<file path="config.mk">
export PLATFORM = sky130hd
export DESIGN_NAME = imu_position_kalman_fusion_flat
export DESIGN_NICKNAME = d
export VERILOG_FILES = /design/src/hw/rtl/ikf_pkg.sv /design/src/hw/rtl/ikf_if.sv /design/src/hw/rtl/ikf_mul.sv /design/src/hw/rtl/ikf_div.sv /design/src/hw/rtl/imu_position_kalman_fusion.sv /design/src/flat_wrapper.sv
export SDC_FILE = /design/constraint.sdc
export NUM_CORES = 2
export LEC_CHECK = 0
export ABC_CLOCK_PERIOD_IN_PS = 26700
export BUFFER_PORTS_ARGS = -buffer_cell sky130_fd_sc_hd__buf_2
export CORE_MARGIN = 3
export CORE_UTILIZATION = 45
export DETAILED_ROUTE_END_ITERATION = 8
export PLACE_DENSITY = 0.6
export SYNTH_ARGS = -nofsm -noshare
export SYNTH_HDL_FRONTEND = slang
export SYNTH_SLANG_ARGS = --single-unit
</file>
<file path="constraint.sdc">
create_clock -name clk -period 26.7 [get_ports clk]
set_input_delay 5.34 -clock clk [delete_from_list [all_inputs] [get_ports clk]]
set_output_delay 5.34 -clock clk [all_outputs]
set_load 0.1 [all_outputs]
</file>
<file path="src/hw/rtl/ikf_pkg.sv">
// ----------------------------------------------------------------------------
// IMU position fusion package
// Widths, codes, handshake structs and saturating helpers shared by the
// fusion block and its bit-serial arithmetic units.
// ----------------------------------------------------------------------------
package ikf_pkg;

	localparam int FRAC_BITS = 16;
	localparam int DT_W      = 16;
	localparam int W         = 32;
	localparam int NUM_AXES  = 3;
	localparam int AX_W      = 2;

	// Multiplicand covers 4*v + rnd(s*dt) and a + prev, multiplier covers dt and the gain.
	localparam int MA_W  = 35;
	localparam int Q_W   = FRAC_BITS + 1;
	localparam int MB_W  = (Q_W > DT_W + 1) ? Q_W : DT_W + 1;
	localparam int P_W   = MA_W + MB_W;
	localparam int CNT_W = $clog2(MB_W + 1);
	localparam int DEN_W = W + 1;
	localparam int REM_W = W + 2;

	localparam logic [Q_W-1:0]  ONE           = Q_W'(1) << FRAC_BITS;
	localparam logic [DT_W-1:0] STEP_TIME_RST = 16'd6554;
	localparam logic [W-1:0]    MIN_INT_RST   = 32'd100000;

	typedef enum logic [0:0] {
		REG_STEP_TIME    = 1'b0,
		REG_MIN_INTERVAL = 1'b1
	} reg_idx_t;

	typedef enum logic [0:0] {
		FUNC_ACCEL = 1'b0,
		FUNC_FIX   = 1'b1
	} func_t;

	typedef enum logic [3:0] {
		ST_IDLE,
		ST_DECIDE,
		ST_A_L1,
		ST_A_W1,
		ST_A_L2,
		ST_A_W2,
		ST_F_LD,
		ST_F_WD,
		ST_F_L1,
		ST_F_W1,
		ST_F_L2,
		ST_F_W2,
		ST_OUT
	} state_t;

	typedef struct packed {
		logic busy;
		logic done;
	} unit_sts_t;

	typedef struct packed {
		logic                   start;
		logic signed [MA_W-1:0] a;
		logic [MB_W-1:0]        b;
	} mul_req_t;

	typedef struct packed {
		logic         start;
		logic [W-1:0] pp;
		logic [W-1:0] q;
	} div_req_t;

	localparam logic signed [63:0] SMAX = 64'sd2147483647;
	localparam logic signed [63:0] SMIN = -64'sd2147483648;

	function automatic logic signed [W-1:0] sat_s(input logic signed [63:0] x);
		logic signed [W-1:0] r;
		if (x > SMAX)
			r = SMAX[W-1:0];
		else if (x < SMIN)
			r = SMIN[W-1:0];
		else
			r = x[W-1:0];
		return r;
	endfunction

	function automatic logic [W-1:0] sat_u(input logic [63:0] x);
		return (x > 64'hFFFF_FFFF) ? '1 : x[W-1:0];
	endfunction

	// Round half up, then shift right arithmetically.
	function automatic logic signed [63:0] rnd(input logic signed [63:0] x, input int n);
		return (x + (64'sd1 <<< (n - 1))) >>> n;
	endfunction

endpackage

</file>
<file path="src/hw/rtl/ikf_if.sv">
// ----------------------------------------------------------------------------
// IMU position fusion channels
// Valid/ready channels for measurement items and fused estimates.
// ----------------------------------------------------------------------------
interface ikf_meas_if;
	logic                         valid;
	logic                         ready;
	logic                         func;
	logic signed [ikf_pkg::W-1:0] val_x;
	logic signed [ikf_pkg::W-1:0] val_y;
	logic signed [ikf_pkg::W-1:0] val_z;
	logic [ikf_pkg::W-1:0]        var_x;
	logic [ikf_pkg::W-1:0]        var_y;
	logic [ikf_pkg::W-1:0]        var_z;
	logic [ikf_pkg::W-1:0]        stamp;

	modport source(output valid, func, val_x, val_y, val_z, var_x, var_y, var_z, stamp,
		input ready);
	modport sink(input valid, func, val_x, val_y, val_z, var_x, var_y, var_z, stamp,
		output ready);
endinterface

interface ikf_fused_if;
	logic                         valid;
	logic                         ready;
	logic signed [ikf_pkg::W-1:0] est_x;
	logic signed [ikf_pkg::W-1:0] est_y;
	logic signed [ikf_pkg::W-1:0] est_z;
	logic                         changed;

	modport source(output valid, est_x, est_y, est_z, changed, input ready);
	modport sink(input valid, est_x, est_y, est_z, changed, output ready);
endinterface

</file>
<file path="src/hw/rtl/ikf_mul.sv">
// ----------------------------------------------------------------------------
// Bit-serial multiplier
// Signed multiplicand times unsigned multiplier, one multiplier bit per
// cycle, most significant bit first.
// ----------------------------------------------------------------------------
module ikf_mul (
	input  logic                                clk,
	input  logic                                arst_n,
	input  ikf_pkg::mul_req_t                   req,
	output ikf_pkg::unit_sts_t                  sts,
	output logic signed [ikf_pkg::P_W-1:0]      prod
);

	logic signed [ikf_pkg::MA_W-1:0] a_q;
	logic [ikf_pkg::MB_W-1:0]        b_q;
	logic signed [ikf_pkg::P_W-1:0]  acc_q;
	logic [ikf_pkg::CNT_W-1:0]       cnt_q;
	logic                            busy_q;
	logic                            done_q;

	always_ff @(posedge clk or negedge arst_n) begin
		if (!arst_n) begin
			busy_q <= 1'b0;
			done_q <= 1'b0;
			cnt_q  <= '0;
		end else begin
			done_q <= 1'b0;
			if (req.start) begin
				busy_q <= 1'b1;
				cnt_q  <= ikf_pkg::CNT_W'(ikf_pkg::MB_W);
			end else if (busy_q) begin
				cnt_q <= cnt_q - 1'b1;
				if (cnt_q == ikf_pkg::CNT_W'(1)) begin
					busy_q <= 1'b0;
					done_q <= 1'b1;
				end
			end
		end
	end

	always_ff @(posedge clk) begin
		if (req.start) begin
			a_q   <= req.a;
			b_q   <= req.b;
			acc_q <= '0;
		end else if (busy_q) begin
			acc_q <= (acc_q <<< 1) + (b_q[ikf_pkg::MB_W-1] ? ikf_pkg::P_W'(a_q) : '0);
			b_q   <= b_q << 1;
		end
	end

	assign sts.busy = busy_q;
	assign sts.done = done_q;
	assign prod     = acc_q;

endmodule

</file>
<file path="src/hw/rtl/ikf_div.sv">
// ----------------------------------------------------------------------------
// Bit-serial gain divider
// Computes floor(pp * 2^FRAC_BITS / (pp + q)) by restoring division, one
// quotient bit per cycle. A zero denominator gives a zero gain.
// ----------------------------------------------------------------------------
module ikf_div (
	input  logic                        clk,
	input  logic                        arst_n,
	input  ikf_pkg::div_req_t           req,
	output ikf_pkg::unit_sts_t          sts,
	output logic [ikf_pkg::Q_W-1:0]     quot
);

	logic [ikf_pkg::DEN_W-1:0] den_q;
	logic [ikf_pkg::REM_W-1:0] rem_q;
	logic [ikf_pkg::Q_W-1:0]   q_q;
	logic                      lsb_q;
	logic [ikf_pkg::CNT_W-1:0] cnt_q;
	logic                      busy_q;
	logic                      done_q;
	logic [ikf_pkg::REM_W-1:0] sh;
	logic                      ge;

	// The quotient is below 2^(FRAC_BITS+1), so the remainder starts at pp/2
	// and only the low dividend bits are shifted in: pp[0], then zeros.
	always_comb begin
		sh = {rem_q[ikf_pkg::REM_W-2:0],
			(cnt_q == ikf_pkg::CNT_W'(ikf_pkg::Q_W)) ? lsb_q : 1'b0};
		ge = sh >= ikf_pkg::REM_W'(den_q);
	end

	always_ff @(posedge clk or negedge arst_n) begin
		if (!arst_n) begin
			busy_q <= 1'b0;
			done_q <= 1'b0;
			cnt_q  <= '0;
		end else begin
			done_q <= 1'b0;
			if (req.start) begin
				busy_q <= 1'b1;
				cnt_q  <= ikf_pkg::CNT_W'(ikf_pkg::Q_W);
			end else if (busy_q) begin
				cnt_q <= cnt_q - 1'b1;
				if (cnt_q == ikf_pkg::CNT_W'(1)) begin
					busy_q <= 1'b0;
					done_q <= 1'b1;
				end
			end
		end
	end

	always_ff @(posedge clk) begin
		if (req.start) begin
			den_q <= ikf_pkg::DEN_W'(req.pp) + ikf_pkg::DEN_W'(req.q);
			rem_q <= ikf_pkg::REM_W'(req.pp >> 1);
			lsb_q <= req.pp[0];
			q_q   <= '0;
		end else if (busy_q) begin
			rem_q <= ge ? sh - ikf_pkg::REM_W'(den_q) : sh;
			q_q   <= {q_q[ikf_pkg::Q_W-2:0], ge};
		end
	end

	assign sts.busy = busy_q;
	assign sts.done = done_q;
	assign quot     = (den_q == '0) ? '0 : q_q;

endmodule

</file>
<file path="src/hw/rtl/imu_position_kalman_fusion.sv">
// ----------------------------------------------------------------------------
// IMU position Kalman fusion
// Per-axis scalar Kalman filter: accelerometer dead reckoning corrected by
// position fixes, Q16.16 fixed point with saturation.
// ----------------------------------------------------------------------------
// Usage: items arrive on the meas channel (func 0 accelerometer sample,
// func 1 position fix) and each item yields exactly one transfer on the fused
// channel carrying the three estimates and a changed flag. The block takes one
// item at a time; meas.ready is high only while the sequencer is idle.
// Sequencing: a skipped item (first sample, first fix, or a sample that comes
// too early) goes straight to the output stage. An applied accelerometer
// sample uses the bit-serial multiplier twice per axis, and an applied fix
// uses the bit-serial divider once and the multiplier twice per axis, for the
// three axes in turn. Items are accepted in the cycle after the previous
// result is loaded into the output register.
// Reset clears the estimates, variances, velocities and start flags, and loads
// step_time with 6554 and min_interval with 100000. Configuration writes are
// taken at any edge with cfg_we high and must only happen while idle.
// If the receiver stalls, the result waits in the output register; one more
// item may be computed meanwhile and then holds until the register frees up.
// ----------------------------------------------------------------------------
module imu_position_kalman_fusion (
	input  logic                        clk,
	input  logic                        arst_n,
	ikf_meas_if.sink                    meas,
	ikf_fused_if.source                 fused,
	input  logic                        cfg_we,
	input  logic                        cfg_idx,
	input  logic [ikf_pkg::W-1:0]       cfg_data
);

	localparam int W  = ikf_pkg::W;
	localparam int NA = ikf_pkg::NUM_AXES;

	ikf_pkg::state_t state_q, state_nxt;

	logic [ikf_pkg::DT_W-1:0] step_time_q;
	logic [W-1:0]             min_int_q;

	logic                      accel_started_q;
	logic                      fix_started_q;
	logic [W-1:0]              last_time_q;
	logic signed [W-1:0]       prev_q       [NA];
	logic signed [W-1:0]       vel_q        [NA];
	logic signed [W-1:0]       est_q        [NA];
	logic signed [W-1:0]       prior_est_q  [NA];
	logic [W-1:0]              var_q        [NA];
	logic [W-1:0]              prior_var_q  [NA];

	logic                      func_q;
	logic signed [W-1:0]       val_in_q     [NA];
	logic [W-1:0]              var_in_q     [NA];
	logic [W-1:0]              stamp_q;

	logic [ikf_pkg::AX_W-1:0]        axis_q;
	logic signed [W+2:0]             r17_q;
	logic signed [ikf_pkg::MA_W-1:0] m_q;
	logic [ikf_pkg::Q_W-1:0]         k_q;
	logic                            changed_q;

	logic                      out_valid_q;
	logic signed [W-1:0]       out_est_q    [NA];
	logic                      out_changed_q;

	ikf_pkg::mul_req_t               mul_req;
	ikf_pkg::unit_sts_t              mul_sts;
	logic signed [ikf_pkg::P_W-1:0]  mul_prod;
	ikf_pkg::div_req_t               div_req;
	ikf_pkg::unit_sts_t              div_sts;
	logic [ikf_pkg::Q_W-1:0]         div_quot;

	logic                      take;
	logic                      early;
	logic                      last_axis;
	logic                      out_load;
	logic signed [63:0]        prod64;
	logic signed [63:0]        r16;
	logic signed [63:0]        r17;
	logic signed [63:0]        d;

	ikf_mul u_mul (
		.clk    (clk),
		.arst_n (arst_n),
		.req    (mul_req),
		.sts    (mul_sts),
		.prod   (mul_prod)
	);

	ikf_div u_div (
		.clk    (clk),
		.arst_n (arst_n),
		.req    (div_req),
		.sts    (div_sts),
		.quot   (div_quot)
	);

	assign take      = meas.valid && meas.ready;
	assign early     = (stamp_q - last_time_q) <= min_int_q;
	assign last_axis = axis_q == ikf_pkg::AX_W'(NA - 1);
	assign out_load  = (state_q == ikf_pkg::ST_OUT) && (!out_valid_q || fused.ready);
	assign prod64    = 64'(mul_prod);
	assign r16       = ikf_pkg::rnd(prod64, ikf_pkg::DT_W);
	assign r17       = ikf_pkg::rnd(prod64, ikf_pkg::DT_W + 1);
	assign d         = ikf_pkg::rnd(prod64, ikf_pkg::DT_W + 2);

	// Next state
	always_comb begin
		state_nxt = state_q;
		unique case (state_q)
			ikf_pkg::ST_IDLE:   if (meas.valid) state_nxt = ikf_pkg::ST_DECIDE;
			ikf_pkg::ST_DECIDE: begin
				if (func_q == ikf_pkg::FUNC_ACCEL) begin
					state_nxt = (!accel_started_q || early) ? ikf_pkg::ST_OUT : ikf_pkg::ST_A_L1;
				end else begin
					state_nxt = !fix_started_q ? ikf_pkg::ST_OUT : ikf_pkg::ST_F_LD;
				end
			end
			ikf_pkg::ST_A_L1:   state_nxt = ikf_pkg::ST_A_W1;
			ikf_pkg::ST_A_W1:   if (mul_sts.done) state_nxt = ikf_pkg::ST_A_L2;
			ikf_pkg::ST_A_L2:   state_nxt = ikf_pkg::ST_A_W2;
			ikf_pkg::ST_A_W2:   if (mul_sts.done)
				state_nxt = last_axis ? ikf_pkg::ST_OUT : ikf_pkg::ST_A_L1;
			ikf_pkg::ST_F_LD:   state_nxt = ikf_pkg::ST_F_WD;
			ikf_pkg::ST_F_WD:   if (div_sts.done) state_nxt = ikf_pkg::ST_F_L1;
			ikf_pkg::ST_F_L1:   state_nxt = ikf_pkg::ST_F_W1;
			ikf_pkg::ST_F_W1:   if (mul_sts.done) state_nxt = ikf_pkg::ST_F_L2;
			ikf_pkg::ST_F_L2:   state_nxt = ikf_pkg::ST_F_W2;
			ikf_pkg::ST_F_W2:   if (mul_sts.done)
				state_nxt = last_axis ? ikf_pkg::ST_OUT : ikf_pkg::ST_F_LD;
			ikf_pkg::ST_OUT:    if (out_load) state_nxt = ikf_pkg::ST_IDLE;
			default:            state_nxt = ikf_pkg::ST_IDLE;
		endcase
	end

	// Outputs of the sequencer
	always_comb begin
		meas.ready    = 1'b0;
		mul_req.start = 1'b0;
		mul_req.a     = '0;
		mul_req.b     = '0;
		div_req.start = 1'b0;
		div_req.pp    = prior_var_q[axis_q];
		div_req.q     = var_in_q[axis_q];
		unique case (state_q)
			ikf_pkg::ST_IDLE: meas.ready = 1'b1;
			ikf_pkg::ST_A_L1: begin
				mul_req.start = 1'b1;
				mul_req.a     = ikf_pkg::MA_W'(64'(val_in_q[axis_q]) + 64'(prev_q[axis_q]));
				mul_req.b     = ikf_pkg::MB_W'(step_time_q);
			end
			ikf_pkg::ST_A_L2: begin
				mul_req.start = 1'b1;
				mul_req.a     = m_q;
				mul_req.b     = ikf_pkg::MB_W'(step_time_q);
			end
			ikf_pkg::ST_F_LD: div_req.start = 1'b1;
			ikf_pkg::ST_F_L1: begin
				mul_req.start = 1'b1;
				mul_req.a     = ikf_pkg::MA_W'(64'(val_in_q[axis_q]) - 64'(prior_est_q[axis_q]));
				mul_req.b     = ikf_pkg::MB_W'(k_q);
			end
			ikf_pkg::ST_F_L2: begin
				mul_req.start = 1'b1;
				mul_req.a     = ikf_pkg::MA_W'({1'b0, prior_var_q[axis_q]});
				mul_req.b     = ikf_pkg::MB_W'(ikf_pkg::ONE - k_q);
			end
			default: ;
		endcase
	end

	always_ff @(posedge clk or negedge arst_n) begin
		if (!arst_n) begin
			state_q     <= ikf_pkg::ST_IDLE;
			step_time_q <= ikf_pkg::STEP_TIME_RST;
			min_int_q   <= ikf_pkg::MIN_INT_RST;
			out_valid_q <= 1'b0;
		end else begin
			state_q <= state_nxt;
			if (cfg_we) begin
				unique case (cfg_idx)
					ikf_pkg::REG_STEP_TIME:    step_time_q <= cfg_data[ikf_pkg::DT_W-1:0];
					ikf_pkg::REG_MIN_INTERVAL: min_int_q   <= cfg_data;
					default: ;
				endcase
			end
			if (out_load)
				out_valid_q <= 1'b1;
			else if (fused.ready)
				out_valid_q <= 1'b0;
		end
	end

	// Filter state
	always_ff @(posedge clk or negedge arst_n) begin
		if (!arst_n) begin
			accel_started_q <= 1'b0;
			fix_started_q   <= 1'b0;
			last_time_q     <= '0;
			axis_q          <= '0;
			changed_q       <= 1'b0;
			for (int i = 0; i < NA; i++) begin
				prev_q[i]      <= '0;
				vel_q[i]       <= '0;
				est_q[i]       <= '0;
				prior_est_q[i] <= '0;
				var_q[i]       <= '0;
				prior_var_q[i] <= '0;
			end
		end else begin
			unique case (state_q)
				ikf_pkg::ST_DECIDE: begin
					axis_q    <= '0;
					changed_q <= 1'b0;
					if (func_q == ikf_pkg::FUNC_ACCEL) begin
						if (!accel_started_q) begin
							accel_started_q <= 1'b1;
							last_time_q     <= stamp_q;
							for (int i = 0; i < NA; i++) begin
								prev_q[i] <= val_in_q[i];
								vel_q[i]  <= '0;
							end
						end
					end else begin
						fix_started_q <= 1'b1;
					end
				end
				ikf_pkg::ST_A_W2: if (mul_sts.done) begin
					vel_q[axis_q]       <= ikf_pkg::sat_s(64'(vel_q[axis_q]) + 64'(r17_q));
					est_q[axis_q]       <= ikf_pkg::sat_s(64'(est_q[axis_q]) + d);
					prior_est_q[axis_q] <= ikf_pkg::sat_s(64'(est_q[axis_q]) + d);
					var_q[axis_q]       <= ikf_pkg::sat_u(64'(var_q[axis_q]) + 64'(var_in_q[axis_q]));
					prior_var_q[axis_q] <= ikf_pkg::sat_u(64'(var_q[axis_q]) + 64'(var_in_q[axis_q]));
					prev_q[axis_q]      <= val_in_q[axis_q];
					if (last_axis) begin
						last_time_q <= stamp_q;
						changed_q   <= 1'b1;
						axis_q      <= '0;
					end else begin
						axis_q <= axis_q + 1'b1;
					end
				end
				ikf_pkg::ST_F_W1: if (mul_sts.done) begin
					est_q[axis_q] <= ikf_pkg::sat_s(64'(prior_est_q[axis_q]) +
						ikf_pkg::rnd(prod64, ikf_pkg::FRAC_BITS));
				end
				ikf_pkg::ST_F_W2: if (mul_sts.done) begin
					var_q[axis_q] <= ikf_pkg::sat_u(
						unsigned'(ikf_pkg::rnd(prod64, ikf_pkg::FRAC_BITS)));
					if (last_axis) begin
						changed_q <= 1'b1;
						axis_q    <= '0;
					end else begin
						axis_q <= axis_q + 1'b1;
					end
				end
				default: ;
			endcase
		end
	end

	// Item capture, intermediate products and output register
	always_ff @(posedge clk) begin
		if (take) begin
			func_q      <= meas.func;
			val_in_q[0] <= meas.val_x;
			val_in_q[1] <= meas.val_y;
			val_in_q[2] <= meas.val_z;
			var_in_q[0] <= meas.var_x;
			var_in_q[1] <= meas.var_y;
			var_in_q[2] <= meas.var_z;
			stamp_q     <= meas.stamp;
		end
		if (state_q == ikf_pkg::ST_A_W1 && mul_sts.done) begin
			r17_q <= r17[W+2:0];
			m_q   <= ikf_pkg::MA_W'((64'(vel_q[axis_q]) <<< 2) + r16);
		end
		if (state_q == ikf_pkg::ST_F_WD && div_sts.done)
			k_q <= div_quot;
		if (out_load) begin
			for (int i = 0; i < NA; i++)
				out_est_q[i] <= est_q[i];
			out_changed_q <= changed_q;
		end
	end

	assign fused.valid   = out_valid_q;
	assign fused.est_x   = out_est_q[0];
	assign fused.est_y   = out_est_q[1];
	assign fused.est_z   = out_est_q[2];
	assign fused.changed = out_changed_q;

`ifndef NO_ASSERTIONS
	a_axis_range: assert property (@(posedge clk) disable iff (!arst_n)
		axis_q != 2'd3)
		else $error("axis counter out of range");

	a_gain_bound: assert property (@(posedge clk) disable iff (!arst_n)
		(state_q == ikf_pkg::ST_F_L1) |-> (k_q <= ikf_pkg::ONE))
		else $error("gain above one");

	a_mul_free: assert property (@(posedge clk) disable iff (!arst_n)
		mul_req.start |-> !mul_sts.busy)
		else $error("multiplier started while busy");

	a_fix_order: assert property (@(posedge clk) disable iff (!arst_n)
		(state_q == ikf_pkg::ST_OUT && changed_q && func_q == ikf_pkg::FUNC_FIX)
		|-> fix_started_q)
		else $error("fix applied before fixes started");

	a_out_hold: assert property (@(posedge clk) disable iff (!arst_n)
		(out_valid_q && !fused.ready && state_q == ikf_pkg::ST_OUT) |=>
		(state_q == ikf_pkg::ST_OUT || out_valid_q))
		else $error("result lost while receiver stalled");
`endif

endmodule

</file>
<file path="src/flat_wrapper.sv">
// flat-port wrapper written by rule: the top's interface ports become plain ports
module imu_position_kalman_fusion_flat 
  (clk, arst_n, cfg_we, cfg_idx, cfg_data, meas_valid, meas_func, meas_val_x, meas_val_y, meas_val_z, meas_var_x, meas_var_y, meas_var_z, meas_stamp, meas_ready, fused_valid, fused_est_x, fused_est_y, fused_est_z, fused_changed, fused_ready);
  ikf_meas_if meas_i ();
  ikf_fused_if fused_i ();
  input  logic clk;
  input  logic arst_n;
  input  logic cfg_we;
  input  logic cfg_idx;
  input  logic [ikf_pkg::W-1:0] cfg_data;
  input wire logic [$bits(meas_i.valid)-1:0] meas_valid;
  input wire logic [$bits(meas_i.func)-1:0] meas_func;
  input wire logic [$bits(meas_i.val_x)-1:0] meas_val_x;
  input wire logic [$bits(meas_i.val_y)-1:0] meas_val_y;
  input wire logic [$bits(meas_i.val_z)-1:0] meas_val_z;
  input wire logic [$bits(meas_i.var_x)-1:0] meas_var_x;
  input wire logic [$bits(meas_i.var_y)-1:0] meas_var_y;
  input wire logic [$bits(meas_i.var_z)-1:0] meas_var_z;
  input wire logic [$bits(meas_i.stamp)-1:0] meas_stamp;
  output wire logic [$bits(meas_i.ready)-1:0] meas_ready;
  output wire logic [$bits(fused_i.valid)-1:0] fused_valid;
  output wire logic [$bits(fused_i.est_x)-1:0] fused_est_x;
  output wire logic [$bits(fused_i.est_y)-1:0] fused_est_y;
  output wire logic [$bits(fused_i.est_z)-1:0] fused_est_z;
  output wire logic [$bits(fused_i.changed)-1:0] fused_changed;
  input wire logic [$bits(fused_i.ready)-1:0] fused_ready;
  assign meas_i.valid = meas_valid;
  assign meas_i.func = meas_func;
  assign meas_i.val_x = meas_val_x;
  assign meas_i.val_y = meas_val_y;
  assign meas_i.val_z = meas_val_z;
  assign meas_i.var_x = meas_var_x;
  assign meas_i.var_y = meas_var_y;
  assign meas_i.var_z = meas_var_z;
  assign meas_i.stamp = meas_stamp;
  assign meas_ready = meas_i.ready;
  assign fused_valid = fused_i.valid;
  assign fused_est_x = fused_i.est_x;
  assign fused_est_y = fused_i.est_y;
  assign fused_est_z = fused_i.est_z;
  assign fused_changed = fused_i.changed;
  assign fused_i.ready = fused_ready;
  imu_position_kalman_fusion u_core (.clk(clk), .arst_n(arst_n), .meas(meas_i), .fused(fused_i), .cfg_we(cfg_we), .cfg_idx(cfg_idx), .cfg_data(cfg_data));
endmodule
</file>
* After elaboration in Yosys (flattened, before gate mapping)
Memory sizes are Yosys's and may differ from the RTL's. Cells that the tools add are included.
Cells by class: $add $sub $neg 18, $lt $le $gt $ge 12, equal/unequal tests 28, mux-type cells 112, bitwise logic cells 3, reductions and logical operators 31
Operator list (number):
- $mux W32 | 31
- $mux W96 | 10
- $bwmux W96 | 8
- $pmux W96 S2 | 4
- $bmux W32 S2 | 6
- $gt A64 B32 Y1 const B | 5
- $pmux W53 S4 | 1
- $lt A64 B32 Y1 const B | 3
- $add A32 B32 Y33 | 3
- $add A32 B35 Y36 | 2
- $demux W32 S2 | 1
- $pmux W32 S2 | 1
- $mux W31 | 2
- $add A52 B17 Y53 const B | 1
- $add A52 B19 Y53 const B | 1
- $add A52 B18 Y52 const B | 1
- $add A52 B52 Y52 | 1
- $mux W52 | 1
- $pmux W4 S13 | 1
- $mux W4 | 12
- $add A32 B37 Y38 | 1
- $add A34 B35 Y35 | 1
- $ge A34 B33 Y1 | 1
- $mux W17 | 2
- other kinds (38) | 104
Word-level totals: register bits after elaboration 989, RAM bits 288, bits of input ports 263, output and inout bits 99, logic and storage cells 254, memories kept 3
Memories:
- u_core.out_est_q | depth 3, width 32, rd ports 3, clocked after memory_dff 0, write ports 3, line imu_position_kalman_fusion.sv:62 | logic signed [W-1:0] out_est_q [NA];
- u_core.val_in_q | depth 3, width 32, rd ports 4, clocked after memory_dff 0, write ports 3, line imu_position_kalman_fusion.sv:51 | logic signed [W-1:0] val_in_q [NA];
- u_core.var_in_q | depth 3, width 32, rd ports 1, clocked after memory_dff 0, write ports 3, line imu_position_kalman_fusion.sv:52 | logic [W-1:0] var_in_q [NA];

* Logic depth before layout (Yosys ltp)
depth after elaboration 13, mapped depth 27, gate-level depth less buffers 27

* By module
A second synthesis with hierarchy kept.
Second synthesis, totals: cells, all modules 7696, area total of the unflattened synthesis 75024.5 µm²
By module, submodules not included:
- imu_position_kalman_fusion | instances 1, cells an instance 6141, area each 60889.6 µm², sequential area each 28964.0 µm²
- ikf_div | instances 1, cells an instance 801, area each 7238.2 µm², sequential area each 2507.4 µm²
- ikf_mul | instances 1, cells an instance 754, area each 6896.6 µm², sequential area each 2777.7 µm²

* Least setup slack after synthesis
OpenSTA, ideal clock, no wires.
path type input-to-reg, start point input port meas_valid, end point register u_core.func_q, enable pin, setup time 609 ps, data arrival time 10435 ps, required time 26091 ps, path slack 15656 ps, stages 1, path buffers 0, cells stage by stage and2_1
Between the ends: longest elaborated chain between the ends 1
RTL lines:
- start: declaration | line flat_wrapper.sv:11 | input wire logic [$bits(meas_i.valid)-1:0] meas_valid;
- $logic_and A1 B1 Y1 | line imu_position_kalman_fusion.sv:97 | assign take = meas.valid && meas.ready;
- end signal: assignment | line imu_position_kalman_fusion.sv:264 | func_q <= meas.func;
- end: declaration | line imu_position_kalman_fusion.sv:50 | logic func_q;
Every way passes these cells. A chain may end at the register's enable or synchronous reset.

* Final worst setup path
start point register u_core.state_q[3], end point output port meas_ready
Between the ends: longest elaborated chain between the ends 2
RTL lines:
- start: declaration | line imu_position_kalman_fusion.sv:35 | ikf_pkg::state_t state_q, state_nxt;
- start signal: assignment | line imu_position_kalman_fusion.sv:173 | state_q <= ikf_pkg::ST_IDLE;
- start signal: assignment | line imu_position_kalman_fusion.sv:178 | state_q <= state_nxt;
- $logic_not A4 Y1 | line imu_position_kalman_fusion.sv:144 | unique case (state_q)
- $mux W1 | line imu_position_kalman_fusion.sv:144
- end: declaration | line flat_wrapper.sv:20 | output wire logic [$bits(meas_i.ready)-1:0] meas_ready;
Every way passes these cells.

==> summary.md <==
| Metric | Value |
|---|---|
| Post-synthesis cell type count | 99 |
| Fin Clk Skew | 0.0218 ns |
| HP Start | u_core.fix_started_q |
| Final min period | 8.16 ns |
| Critical path startpoint | u_core.state_q[3] |
| Worst Path Arrival | 2.82 ns |
| Register area share after synthesis | 0.466 |
| Vias | 59.3k |
| CP endpoint kind | output pin |
| CTS tree | done |
| R2r worst-path depth | 19 |
| Die Area | 168000 µm² |
| Final std cells w/o fill | 9964 |
| Post-synthesis sequential element count | 1277 |
| Hpwl dp | 171000 µm |
| M3 GR Usage | 0.0486 |
| Ys async rst share | 0.532 |
| RSZ-0062 raised after global routing | false |
| TNS Setup | 0 ns |
| Pwr dens | 120 nW/µm² |
| Layout area overhead | 12.5% |
| Final setup vio count | 0 |
| Max Cap Viol | 0 |
| Nets | 8368 |
| # H-tree levels | 4 |
| Worst skew pair latency | 0.79 ns |
| Vias per Instance | 5.95 |
| Worst-Margin Slew | 1.22 ns |
| Layout cells sized above 1 | 0.124 |
| Synthesized Nets | 8121 |
| Routing usage on met2 | 0.422 |
| Worst Hold Class | reg2reg |
| Hold Fails Final Rpt | 0 |
| Status | finished, final reports clean |
| CP Launch Type | flop |
| WP data required | 21.36 ns |
| Core Area | 161000 µm² |
| Final period util | 0.306 |
| First-pass GRT wire length | 359000 µm |
| Post-CTS setup buffers | 0 |
| Final wirelength | 239000 µm |
| Fin worst setup slack | 18.54 ns |
| Total CTS buffers | 146 |
| Post-synth EDFFs | 526 |
| Antenna violations before repair | 9 |
| Most common cell after layout, fill and taps aside | nand2_1 |
| Post-DRT Antenna Nets | 0 |
| R2R Path Start | u_core.u_mul.prod[18] |
| P_leak | 36.0 nW |
| Rows | 147 |
| Initial Util | 0.455 |
| Worst Hold Depth | 1 |
| Max-slew violation total from the final report | 0 |
| GRT busiest layer | met2 |
| Port bufs | 361 |
| Critical path class | reg2out |
| GRT Total Usage | 0.278 |
| GP Congestion | 0.972 |
| Max clock buf depth | 3 |
| Max VDD drop | 0.0000959 V |
| Vias in the first global route | 56.7k |
| Largest net degree at the start of global routing | 153 |
| Number of buffers inserted by hold repair at cts | 0 |
| Sink Count | 1277 |
| Worst-path clk slew | 0.06 ns |
| Most frequent cells in the layout | nand2_1 (783), o21ai_0 (717), dfrtp_1 (664) |
| Drt drc | 0 |
| 1st-iter DRT viols | 5865 |
| FMAX | 123 MHz |
| Die width | 410 µm |
| Cts repair resizes | 0 |
| Placed cells | 9685 |
| Wire per inst | 24.0 µm |
| Worst Path Max Fanout | 18 |
| Clk root buf | clkbuf_16 |
| Post-Syn Area | 73500 µm² |
| Avg Inst Size Synth | 9.90 µm² |
| Synthesized instance count | 7426 |
| Synth Warn # | 0 |
| Die Y-Extent | 410 µm |
| Met1 Use GR | 0.402 |
| Drt first pass iters | 8 |
| Max-slew headroom | 0.183 |
| Io pins | 362 |
| Top_reg_cell synth | dfrtp_1 |
| GR Overflow Total | 0 |
| Worst slack at placement | 17.96 ns |
[layout make-up]
type / instances / area [µm²]
clock buffer: 195 / 4140
tap: 2160 / 2700
antenna: 7 / 17.5
fill: 14800 / 78800
timing repair buffer: 483 / 2770
clock inverter: 77 / 734
inverter: 274 / 1030
multi-input combinational: 5491 / 37100
sequential: 1277 / 34300
[final timing paths]
| kind | end | slack [ns] |
|---|---|---|
| worst max-delay path | meas_ready | 18.54 |
| worst min-delay path | u_core.fix_started_q | 0.46 |
| worst max register to register | u_core.est_q[61] | 18.80 |
| worst min register to register | u_core.fix_started_q | 0.46 |
| max in group asynchronous | u_core.est_q[44] | 18.93 |
| min in group asynchronous | u_core.last_time_q[9] | 4.56 |
[metrics by stage]
stage	utilization	cell area [µm²]	hold WS [ns]	power, mW
detailed placement	0.482	77800	0.441	7.85
global placement	0.482	77800	0.438	7.79
floorplan	-	73500	0.425	6.34
global route	0.512	82700	0.486	10.6
finish	0.512	82700	0.456	9.96
CTS	0.512	82700	0.459	9.93
[kinds of logic after synthesis]
kind of cell    Yosys count  share of synthesized area
flops                  1277                      0.466
simple gates           2009                      0.122
buf+inv                 658                     0.0350
fa+ha+maj               432                     0.0746
compound gates         2222                      0.195
mux                     383                     0.0539
xor+xnor                445                     0.0530
[critical path, cell delays in order, from the launching register on]
cell	delay, ns
dfrtp_1	0.67
nor4_1	0.81
buf_2	0.56
[cells in the mapped netlist (all sizes together) (84+ instances only)]
cell	count	area, µm²
nor3	89	450
nand3	121	606
nand2	797	3010
o21ai	727	3640
a221o	107	1070
mux2i	278	2780
edfxtp	526	15800
xor2	158	1380
ha	421	5270
a21o	231	1730
a21oi	534	2730
inv	273	1020
buf	84	422
nor2	580	2180
xnor2	287	2510
clkbuf	300	1130
dfrtp	667	16700
mux2	105	1180
[flip-flops by register name, indices dropped and copies added, names as in the netlist, 16 cells and up]
signal and cells:
u_core.u_mul.a_q 35, u_core.u_mul.b_q 17, u_core.k_q 17, u_core.var_q 96
u_core.vel_q 96, u_core.u_div.den_q 33, u_core.prior_est_q 96, u_core.last_time_q 32
u_core.prev_q 96, u_core.r17_q 35, u_core.stamp_q 32, u_core.u_mul.prod 52
u_core.m_q 35, u_core.var_in_q 96, u_core.step_time_q 16, u_core.est_q 96
u_core.prior_var_q 96, u_core.out_est_q 96, u_core.min_int_q 32, u_core.u_div.rem_q 33
u_core.val_in_q 96, u_core.u_div.q_q 17
[per-layer routing]
metal | share of wire | vias to the layer above
met3 | 0.071 | 352
met2 | 0.44 | 2246
met4 | 0.034 | 12
met1 | 0.46 | 29100
li1 | - | 27600
met5 | 0.00039 | -
[where the power goes]
part           switching [mW]  internal [mW]
Sequential              0.313           2.59
Clock                   0.850           1.19
Combinational            3.23           1.80
(Power assumes the default switching activity.)
